File: config.mk
export PLATFORM = sky130hd
export DESIGN_NAME = lude_ctrl
export DESIGN_NICKNAME = d
export VERILOG_FILES = /design/src/design/lude_pkg.sv /design/src/design/lude_ctrl.sv
export SDC_FILE = /design/constraint.sdc
export NUM_CORES = 1
export LEC_CHECK = 0
export BUFFER_PORTS_ARGS = -buffer_cell sky130_fd_sc_hd__buf_2
export CORE_MARGIN = 2
export CORE_UTILIZATION = 49
export DETAILED_ROUTE_END_ITERATION = 8
export GPL_ROUTABILITY_DRIVEN = 0
export GPL_TIMING_DRIVEN = 0
export HOLD_SLACK_MARGIN = 0.15
export PLACE_DENSITY_LB_ADDON = 0.15
export SLEW_MARGIN = 20
export SYNTH_ARGS = -nofsm -noshare
export SYNTH_HDL_FRONTEND = slang
export SYNTH_SLANG_ARGS = --single-unit
File: constraint.sdc
create_clock -name clock -period 2.4 [get_ports clock]
set_input_delay 0.36 -clock clock [delete_from_list [all_inputs] [get_ports clock]]
set_output_delay 0.36 -clock clock [all_outputs]
set_load 0.01 [all_outputs]
File: src/design/lude_pkg.sv
`timescale 1ns / 1ps
// ----------------------------------------------------------------------------
// lude_pkg
// Types and constants shared by the LU decomposition engine.
// ----------------------------------------------------------------------------
package lude_pkg;

   localparam int IDX_W  = 3;
   localparam int ADDR_W = 6;
   localparam int SIZE_W = 4;
   localparam int DATA_W = 32;
   localparam int ACC_W  = 64;

   typedef enum logic [3:0] {
      ST_LOAD,
      ST_ROW,
      ST_TERM,
      ST_MRD,
      ST_MMUL,
      ST_MACC,
      ST_FIN,
      ST_PIV_RD,
      ST_PIV_CHK,
      ST_DIV,
      ST_LWR,
      ST_SING,
      ST_EMIT_RD,
      ST_EMIT_OUT
   } lude_state_type;

   typedef enum logic [1:0] {
      LSEL_ZERO,
      LSEL_ONE,
      LSEL_DATA
   } lude_lsel_type;

   typedef struct packed {
      logic                a_wr;
      logic                u_wr;
      logic                l_wr;
      logic [ADDR_W-1:0]   w_addr;
      logic [ADDR_W-1:0]   a_addr;
      logic [ADDR_W-1:0]   l_addr;
      logic [ADDR_W-1:0]   u_addr;
      logic                acc_clr;
      logic                mul_en;
      logic                acc_en;
      logic                pivot_ld;
      logic                div_start;
      logic                div_step;
      logic                out_ld;
      logic [IDX_W-1:0]    out_row;
      logic [IDX_W-1:0]    out_col;
      lude_lsel_type       out_lsel;
      logic                out_upass;
      logic                out_sing;
      logic                out_last;
   } lude_cmd_type;

   typedef struct packed {
      logic pivot_zero;
      logic div_done;
      logic out_free;
   } lude_status_type;

   function automatic logic signed [DATA_W-1:0] sat32(input logic signed [ACC_W-1:0] v);
      logic signed [ACC_W-1:0] hi;
      logic signed [ACC_W-1:0] lo;
      hi = ACC_W'(64'sh0000_0000_7fff_ffff);
      lo = -hi - ACC_W'(64'sd1);
      if (v > hi) begin
         sat32 = {1'b0, {(DATA_W-1){1'b1}}};
      end else if (v < lo) begin
         sat32 = {1'b1, {(DATA_W-1){1'b0}}};
      end else begin
         sat32 = v[DATA_W-1:0];
      end
   endfunction

endpackage

File: src/design/lude_ctrl.sv
`timescale 1ns / 1ps
// ----------------------------------------------------------------------------
// lude_ctrl
// Sequencer: loads the matrix, walks the Doolittle loops and drives results.
// ----------------------------------------------------------------------------
module lude_ctrl import lude_pkg::*; #(
   parameter int MAX_ORDER = 8
) (
   input  logic                clock,
   input  logic                reset,
   input  logic                req_valid,
   output logic                req_ready,
   input  logic                csr_valid,
   input  logic [SIZE_W-1:0]   csr_matrix_size,
   input  lude_status_type     status,
   output lude_cmd_type        cmd
);

   lude_state_type     state_ff, state_in;
   logic [IDX_W-1:0]   i_ff, i_in, k_ff, k_in, j_ff, j_in, r_ff, r_in, c_ff, c_in;
   logic               mode_ff, mode_in;
   logic [SIZE_W-1:0]  size_ff, size_in;
   logic [SIZE_W-1:0]  order;
   logic [IDX_W-1:0]   nm1;

   function automatic logic [ADDR_W-1:0] addr(input logic [IDX_W-1:0] r,
                                              input logic [IDX_W-1:0] c);
      addr = ADDR_W'(r) * ADDR_W'(MAX_ORDER) + ADDR_W'(c);
   endfunction

   always_comb begin
      if (size_ff == '0) begin
         order = SIZE_W'(1);
      end else if (size_ff > SIZE_W'(MAX_ORDER)) begin
         order = SIZE_W'(MAX_ORDER);
      end else begin
         order = size_ff;
      end
      nm1 = IDX_W'(order - SIZE_W'(1));
   end

   always_ff @(posedge clock) begin
      if (reset) begin
         state_ff <= ST_LOAD;
         i_ff     <= '0;
         k_ff     <= '0;
         j_ff     <= '0;
         r_ff     <= '0;
         c_ff     <= '0;
         mode_ff  <= 1'b0;
         size_ff  <= SIZE_W'(8);
      end else begin
         state_ff <= state_in;
         i_ff     <= i_in;
         k_ff     <= k_in;
         j_ff     <= j_in;
         r_ff     <= r_in;
         c_ff     <= c_in;
         mode_ff  <= mode_in;
         size_ff  <= size_in;
      end
   end

   assign req_ready = (state_ff == ST_LOAD);

   always_comb begin
      state_in = state_ff;
      i_in     = i_ff;
      k_in     = k_ff;
      j_in     = j_ff;
      r_in     = r_ff;
      c_in     = c_ff;
      mode_in  = mode_ff;
      size_in  = size_ff;

      cmd           = '0;
      cmd.out_lsel  = LSEL_ZERO;
      cmd.w_addr    = addr(r_ff, c_ff);
      cmd.a_addr    = mode_ff ? addr(k_ff, i_ff) : addr(i_ff, k_ff);
      cmd.l_addr    = mode_ff ? addr(k_ff, j_ff) : addr(i_ff, j_ff);
      cmd.u_addr    = mode_ff ? addr(j_ff, i_ff) : addr(j_ff, k_ff);
      cmd.out_row   = r_ff;
      cmd.out_col   = c_ff;

      case (state_ff)
         ST_LOAD: begin
            cmd.a_wr = req_valid;
            if (req_valid) begin
               if (c_ff == nm1) begin
                  c_in = '0;
                  if (r_ff == nm1) begin
                     r_in     = '0;
                     i_in     = '0;
                     state_in = ST_ROW;
                  end else begin
                     r_in = r_ff + IDX_W'(1);
                  end
               end else begin
                  c_in = c_ff + IDX_W'(1);
               end
            end
         end
         ST_ROW: begin
            k_in     = i_ff;
            mode_in  = 1'b0;
            state_in = ST_TERM;
         end
         ST_TERM: begin
            cmd.acc_clr = 1'b1;
            j_in        = '0;
            state_in    = (i_ff == '0) ? ST_FIN : ST_MRD;
         end
         ST_MRD: begin
            state_in = ST_MMUL;
         end
         ST_MMUL: begin
            cmd.mul_en = 1'b1;
            state_in   = ST_MACC;
         end
         ST_MACC: begin
            cmd.acc_en = 1'b1;
            if (j_ff == i_ff - IDX_W'(1)) begin
               state_in = ST_FIN;
            end else begin
               j_in     = j_ff + IDX_W'(1);
               state_in = ST_MRD;
            end
         end
         ST_FIN: begin
            if (!mode_ff) begin
               cmd.u_wr   = 1'b1;
               cmd.w_addr = addr(i_ff, k_ff);
               if (k_ff == nm1) begin
                  state_in = ST_PIV_RD;
               end else begin
                  k_in     = k_ff + IDX_W'(1);
                  state_in = ST_TERM;
               end
            end else begin
               cmd.div_start = 1'b1;
               state_in      = ST_DIV;
            end
         end
         ST_PIV_RD: begin
            cmd.u_addr = addr(i_ff, i_ff);
            state_in   = ST_PIV_CHK;
         end
         ST_PIV_CHK: begin
            cmd.u_addr   = addr(i_ff, i_ff);
            cmd.pivot_ld = 1'b1;
            if (i_ff == nm1) begin
               r_in     = '0;
               c_in     = '0;
               state_in = ST_EMIT_RD;
            end else if (status.pivot_zero) begin
               state_in = ST_SING;
            end else begin
               mode_in  = 1'b1;
               k_in     = i_ff + IDX_W'(1);
               state_in = ST_TERM;
            end
         end
         ST_DIV: begin
            cmd.div_step = 1'b1;
            if (status.div_done) begin
               state_in = ST_LWR;
            end
         end
         ST_LWR: begin
            cmd.l_wr   = 1'b1;
            cmd.w_addr = addr(k_ff, i_ff);
            if (k_ff == nm1) begin
               i_in     = i_ff + IDX_W'(1);
               state_in = ST_ROW;
            end else begin
               k_in     = k_ff + IDX_W'(1);
               state_in = ST_TERM;
            end
         end
         ST_SING: begin
            cmd.out_row  = i_ff;
            cmd.out_col  = i_ff;
            cmd.out_sing = 1'b1;
            cmd.out_last = 1'b1;
            if (status.out_free) begin
               cmd.out_ld = 1'b1;
               r_in       = '0;
               c_in       = '0;
               state_in   = ST_LOAD;
            end
         end
         ST_EMIT_RD: begin
            cmd.l_addr = addr(r_ff, c_ff);
            cmd.u_addr = addr(r_ff, c_ff);
            state_in   = ST_EMIT_OUT;
         end
         ST_EMIT_OUT: begin
            cmd.l_addr    = addr(r_ff, c_ff);
            cmd.u_addr    = addr(r_ff, c_ff);
            cmd.out_lsel  = (r_ff > c_ff) ? LSEL_DATA :
                            ((r_ff == c_ff) ? LSEL_ONE : LSEL_ZERO);
            cmd.out_upass = (c_ff >= r_ff);
            cmd.out_last  = (r_ff == nm1) && (c_ff == nm1);
            if (status.out_free) begin
               cmd.out_ld = 1'b1;
               if (c_ff == nm1) begin
                  c_in = '0;
                  if (r_ff == nm1) begin
                     r_in     = '0;
                     state_in = ST_LOAD;
                  end else begin
                     r_in     = r_ff + IDX_W'(1);
                     state_in = ST_EMIT_RD;
                  end
               end else begin
                  c_in     = c_ff + IDX_W'(1);
                  state_in = ST_EMIT_RD;
               end
            end
         end
         default: begin
            state_in = ST_LOAD;
         end
      endcase

      if (csr_valid) begin
         size_in = csr_matrix_size;
         r_in    = '0;
         c_in    = '0;
      end
   end

endmodule

## Word level (Yosys, flattened, before mapping)

Cells that the tools add are included.

- $add $sub $neg: 15
- Order comparisons: 3
- Eq/ne operators: 31
- Mux-type cells: 70
- Reduce and logical (&&, ||, !) cells: 19

Operator list:

| operator | number |
|---|---|
| 3-bit two-way mux | 24 |
| 4-bit one-hot mux with 14 select lines | 1 |
| 6-bit by 3-bit adder with 6-bit output | 8 |
| 4-bit two-way mux | 11 |
| 6-bit two-way mux | 6 |
| 3-bit one-hot mux with 4 select lines | 3 |
| 4-bit equality test (second input constant) | 6 |
| 6-bit one-hot mux with 2 select lines | 2 |
| 2-bit inequality test (second input constant) | 10 |
| 3-bit equality test | 6 |
| 1-bit two-way mux | 17 |
| 4-bit by 3-bit equality test with 1-bit output (second input constant) | 4 |
| 3-bit by 1-bit adder with 3-bit output (second input constant) | 5 |
| 3-bit one-hot mux with 2 select lines | 2 |
| 5-bit AND reduction | 2 |
| 4-bit by 2-bit equality test with 1-bit output (second input constant) | 2 |
| 4-bit logical NOT | 2 |
| 4-bit nonzero test | 2 |
| 2-bit OR reduction | 4 |
| 6-bit AND reduction | 1 |
| 2-bit nonzero test | 3 |
| 3-bit by 1-bit subtractor with 3-bit output (second input constant) | 2 |
| 4-bit by 1-bit equality test with 1-bit output (second input constant) | 1 |
| 4-bit greater-than comparator (second input constant) | 1 |
| other kinds (10) | 13 |

- Register bits: 24
- Input port bits: 11
- Output and inout port bits: 46
- Word-level logic and storage cells: 146

## Longest topological paths before layout

- Depth after elaboration: 9
- Mapped depth: 11
- Gate-level depth less buffers: 9

## Worst setup path after synthesis

No wires, ideal clock.

- Kind: flip-flop to flip-flop
- From: register size_ff[1]
- To: register state_ff[1]
- Library setup time: 0.088 ns
- Data arrival time: 2.548 ns
- Required time: 2.312 ns
- Setup slack: -0.236 ns
- Stages on the path, launching flop included: 12
- Buffers on the path: 2
- Clock period less this slack: 2.636 ns
- Cells stage by stage: dfxtp_1 > o21ba_1 > buf_6 > or2_2 > ha_1 > clkbuf_1 > xnor2_1 > xnor2_1 > nor4_2 > nand3_1 > a211o_1 > o32ai_2

- Longest elaborated chain between the ends: 8
- Elaborated cells between the ends (all ways): 17
- Those cells by class: 1 x add/sub; 1 x order compare; 6 x eq/ne; 7 x mux; 2 x reduce/logical

Ends and longest elaborated chain:

| element | line | source |
|---|---|---|
| from (decl) | lude_ctrl.sv:22 | `logic [SIZE_W-1:0] size_ff, size_in;` |
| from (signal assigned) | lude_ctrl.sv:60 | `size_ff <= size_in;` |
| 4-bit greater-than comparator | lude_ctrl.sv:34 | `end else if (size_ff > SIZE_W'(MAX_ORDER)) begin` |
| 3-bit two-way mux | lude_ctrl.sv:34 |  |
| 3-bit two-way mux * | lude_ctrl.sv:32 | `if (size_ff == '0) begin` |
| 3-bit by 1-bit subtractor with 3-bit output * | lude_ctrl.sv:39 | `nm1 = IDX_W'(order - SIZE_W'(1));` |
| 3-bit equality test | lude_ctrl.sv:89, lude_ctrl.sv:206 |  |
| 4-bit two-way mux | lude_ctrl.sv:206 | `if (c_ff == nm1) begin` |
| 4-bit two-way mux | lude_ctrl.sv:204 | `if (status.out_free) begin` |
| 4-bit one-hot mux with 14 select lines | lude_ctrl.sv:85 | `case (state_ff)` |
| to (signal assigned) | lude_ctrl.sv:53 | `state_ff <= state_in;` |
| to (decl) | lude_ctrl.sv:19 | `lude_state_type state_ff, state_in;` |

Mark *: on every way between the ends. The rest lies on a longest branch, timed or not. The select of a mux whose other input is x is not followed.
A chain may end at the register's enable or synchronous reset.

==> impl_results.html <==
<table>
<tr><th>Metric</th><th>Value</th></tr>
<tr><th colspan="2">Timing</th></tr>
<tr><td>Fin crit period</td><td>2.68 ns</td></tr>
<tr><td>Worst Tran Pin Value</td><td>0.938 ns</td></tr>
<tr><td>Final setup violation count</td><td>12</td></tr>
<tr><td>Final period utilization</td><td>112%</td></tr>
<tr><td>Worst hold-check slack</td><td>0.281 ns</td></tr>
<tr><td>Rel. slew slack</td><td>37.0%</td></tr>
<tr><td>Max Clk Rate</td><td>373 MHz</td></tr>
<tr><td>Post-route worst setup slack</td><td>-0.283 ns</td></tr>
<tr><td>RSZ-0062 raised after global routing</td><td>yes</td></tr>
<tr><td>Clock skew after layout</td><td>0.00199 ns</td></tr>
<tr><td>Final Max Tran Viols</td><td>0</td></tr>
<tr><td>Final hold vios</td><td>0</td></tr>
<tr><th colspan="2">Layout</th></tr>
<tr><td>Total inserted antenna cells</td><td>0</td></tr>
<tr><td>Finished Core Util</td><td>66.7%</td></tr>
<tr><td>Nets</td><td>414</td></tr>
<tr><td>Area used by sequential logic in the layout</td><td>485 µm²</td></tr>
<tr><td>Non-filler cells, final</td><td>458</td></tr>
<tr><td>Total area of multi-input combinational cells</td><td>0.00193 mm²</td></tr>
<tr><td>Fraction of layout cells with a size suffix above 1</td><td>33.2%</td></tr>
<tr><td>Area added between synthesis and finish</td><td>30.3%</td></tr>
<tr><td>Filler cell count in the final layout</td><td>413</td></tr>
<tr><th colspan="2">Synth</th></tr>
<tr><td>Total nets after synthesis</td><td>343</td></tr>
<tr><td>Top area cells in the synthesized netlist</td><td>dfxtp_1, ha_1, nand2_1</td></tr>
<tr><td>Sequential-to-total area share from yosys stat</td><td>19.7%</td></tr>
<tr><td>Synthesis Warnings</td><td>0</td></tr>
<tr><td>Flop and latch count out of synthesis</td><td>24</td></tr>
<tr><td>Proportion of netlist area held by the largest area contributor</td><td>19.7%</td></tr>
<tr><td>Number of standard cells after synthesis</td><td>321</td></tr>
<tr><td>Share of flip-flops with an asynchronous set or reset</td><td>0%</td></tr>
<tr><td>Most common library cells after synthesis</td><td>nand2_1, dfxtp_1, nor2_1</td></tr>
<tr><td>Number of enable-type register cells in the synthesized netlist</td><td>0</td></tr>
<tr><td>Post-synthesis cell type count</td><td>60</td></tr>
<tr><td>Per-instance average area after synthesis</td><td>7.58 µm²</td></tr>
<tr><td>Post-synthesis instance area</td><td>0.00243 mm²</td></tr>
<tr><td>Most common cell in the netlist</td><td>nand2_1</td></tr>
<tr><td>Dominant cell type by area after synthesis</td><td>dfxtp_1</td></tr>
<tr><td>Most common flop cell mapped by yosys</td><td>dfxtp_1</td></tr>
<tr><th colspan="2">Outcome</th></tr>
<tr><td>Violations in the final reports</td><td>setup timing</td></tr>
<tr><td>Run status</td><td>finished with violations</td></tr>
<tr><th colspan="2">Pwr</th></tr>
<tr><td>Power density over cell area</td><td>324 mW/mm²</td></tr>
<tr><td>Total Power Consumption</td><td>1.03 mW</td></tr>
<tr><td>Leakage power summed over all cells</td><td>1.50 nW</td></tr>
<tr><td>VDD IR max</td><td>0.000258 V</td></tr>
<tr><th colspan="2">Die</th></tr>
<tr><td>Total number of placement rows</td><td>25</td></tr>
<tr><td>Area of the die</td><td>0.00555 mm²</td></tr>
<tr><td>Core area</td><td>0.00475 mm²</td></tr>
<tr><td>I/O pin count</td><td>57</td></tr>
<tr><td>Effective utilization at floorplan</td><td>51.2%</td></tr>
<tr><td>Width of the chip</td><td>74.5 µm</td></tr>
<tr><td>Die height</td><td>74.5 µm</td></tr>
<tr><th colspan="2">Clocking</th></tr>
<tr><td>Number of CTS-inserted buffers</td><td>3</td></tr>
<tr><td>Clock latency of the later-clocked register in the worst-skew pair</td><td>0.28 ns</td></tr>
<tr><td>CTS clk-pin slew, worst paths</td><td>0.10 ns</td></tr>
<tr><td>Clock buffer depth</td><td>2</td></tr>
<tr><td>Maximum level of the CTS H-tree</td><td>1</td></tr>
<tr><td>CTS tree</td><td>built</td></tr>
<tr><td>Clock sink count</td><td>24</td></tr>
<tr><td>Post-CTS Hold Buffers</td><td>0</td></tr>
<tr><td>Cell at the root of the clock tree</td><td>clkbuf_8</td></tr>
<tr><th colspan="2">Placement</th></tr>
<tr><td>IO buf count</td><td>55</td></tr>
<tr><td>Post-Place Setup Slack</td><td>-0.312 ns</td></tr>
<tr><td>Estimated wirelength of the detail-placed design</td><td>5930 µm</td></tr>
<tr><td>Number of cells in the design after placement</td><td>443</td></tr>
<tr><th colspan="2">Critical path</th></tr>
<tr><td>FF-to-FF End</td><td>state_ff[1]</td></tr>
<tr><td>Crit path required time</td><td>2.04 ns</td></tr>
<tr><td>Sort of element at the end of the critical path</td><td>primary output</td></tr>
<tr><td>Arrival time reported for the critical path endpoint</td><td>2.32 ns</td></tr>
<tr><td>R2r worst-path depth</td><td>10</td></tr>
<tr><td>Crit-path max FO</td><td>10</td></tr>
<tr><td>Maximum single-stage delay on the critical path</td><td>0.76 ns</td></tr>
<tr><td>Kind of critical path</td><td>register to primary output</td></tr>
<tr><td>Critical Path End</td><td>cmd[41]</td></tr>
<tr><td>Slowest cell on crit path</td><td>nor4_2</td></tr>
<tr><td>Dominant delay contributor by cell family on the critical path</td><td>simple AND/OR/NAND/NOR gates</td></tr>
<tr><td>CP cell instances</td><td>buf_2, nand2_1, nor4_2, a222oi_1, inv_1, buf_2</td></tr>
<tr><td>Critical path origin</td><td>state_ff[1]</td></tr>
<tr><td>Setup slack of the most critical reg-to-reg path</td><td>-0.11 ns</td></tr>
<tr><td>Most prevalent standard cell on the critical path</td><td>buf_2</td></tr>
<tr><td>Path length in cells of the critical path</td><td>6</td></tr>
<tr><td>Reg2reg start</td><td>size_ff[3]</td></tr>
<tr><td>Crit path launch type</td><td>register</td></tr>
<tr><td>Buffer and inverter count on the worst path</td><td>3</td></tr>
<tr><th colspan="2">Routing</th></tr>
<tr><td>Avg WL per Cell</td><td>17.8 µm</td></tr>
<tr><td>Number of vias per cell after detailed routing</td><td>6.08</td></tr>
<tr><td>DRC violation count after routing</td><td>0</td></tr>
<tr><td>Total routed wirelength</td><td>8130 µm</td></tr>
<tr><td>Number of DRC markers in iteration 0</td><td>418</td></tr>
<tr><td>Drt pass-1 iters</td><td>7</td></tr>
<tr><td>Via count</td><td>2784</td></tr>
<tr><td>Remaining antenna violation count</td><td>0</td></tr>
<tr><th colspan="2">Global route</th></tr>
<tr><td>Gr ovfl total</td><td>0</td></tr>
<tr><td>Global-route wire length before repair</td><td>12200 µm</td></tr>
<tr><td>Number of antenna violations at the first check in global routing</td><td>0</td></tr>
<tr><td>Maximum number of pins on one net before global-route repair</td><td>15</td></tr>
<tr><td>Combined global-route utilization of all metal layers</td><td>29.0%</td></tr>
<tr><td>Via count of the first global-routing pass</td><td>2426</td></tr>
<tr><th colspan="2">Run</th></tr>
<tr><td>Max-Cap Viols</td><td>0</td></tr>
<tr><th colspan="2">Hold path</th></tr>
<tr><td>Path class of the lowest-slack min-delay path</td><td>input port to register</td></tr>
<tr><td>Number of stages on the worst hold path</td><td>2</td></tr>
</table>
routing by layer:
| layer | share of wire, % | GRT usage (%) | up-vias |
|---|---|---|---|
| li1 | - | - | 1306 |
| met2 | 45 | 42.9 | 171 |
| met3 | 11 | 5.01 | 18 |
| met4 | 2.1 | 9.92 | 0 |
| met1 | 42 | 42.5 | 1289 |
| met5 | 0 | 0 | - |
cell families (layout without fill, tap and decap cells):
family          Yosys count  in the layout  share of synthesized area [%]
compound gates           88             88                           26.2
xor+xnor                 19             19                           8.53
fa+ha+maj                11             11                           5.66
buf+inv                  46            116                           8.69
flops                    24             24                           19.7
mux                      12             12                           5.14
simple gates            121            121                           26.0
layout by cell type (no fill, tap or decap), drive strengths merged, types with 4 or more instances in the layout:
master,count
a221o,7
a222oi,6
nor3,14
nor2b,5
nand3,12
clkbuf,16
xor2,6
mux2,4
dfxtp,24
inv,19
nand2b,10
ha,11
a211oi,4
o211ai,4
a31oi,5
mux2i,8
buf,79
o21ai,20
and2,6
xnor2,10
a21oi,15
nand2,35
nor2,21
where the power goes:
group | total, mW | switching, mW | internal [mW]
combinational | 0.226 | 0.123 | 0.104
sequential | 0.421 | 0.0128 | 0.408
clock | 0.379 | 0.156 | 0.224
cell type report:
cell class              instances  area share (%)
clock inverters                 1           0.947
clock buffers                   3            1.30
well taps                      67            2.64
repair buffers                 68            11.8
inverters                      20            2.41
multi-input cells             251            60.8
flip-flops and latches         24            15.3
plain buffers                  24            4.81
worst min path at each step:
stage / startpoint / endpoint / slack [ns]
CTS: csr_matrix_size[3] / size_ff[3] / 0.29
finish: csr_matrix_size[3] / size_ff[3] / 0.28
floorplan: size_ff[0] / size_ff[0] / 0.45
global placement: size_ff[0] / size_ff[0] / 0.47
detailed placement: size_ff[1] / size_ff[1] / 0.51
global route: csr_matrix_size[3] / size_ff[3] / 0.29
sequential cells by signal, indices dropped and copies added (netlist names):
signal,cells
state_ff,4
mode_ff,1
k_ff,3
c_ff,3
j_ff,3
size_ff,4
r_ff,3
i_ff,3
worst register-to-register path: cells and delay by family (launching register included):
kind / cells / cell delay [ns]
flip-flops: 1 / 0.35
adder cells (fa/ha/maj): 1 / 0.21
AND/OR/NAND/NOR: 3 / 0.64
XOR/XNOR: 2 / 0.32
AO/OA/AOI/OAI: 2 / 0.57
buffers and inverters: 2 / 0.34
stage by stage:
stage | setup TNS, ns | cell area [µm²]
detailed placement | -4.31 | 2820
finish | -2.14 | 3170
floorplan | -0.0130 | 2460
global route | -3.84 | 3170
global placement | -3.22 | 2820
CTS | -1.53 | 2980
what timing repair did:
action | in CTS | in global routing
setup endpoints to repair | 39 | 38
buffers inserted | 5 | 8
resized for setup | 26 | 34
pin swaps | 8 | 10
Power figures use the tool's default switching activity.
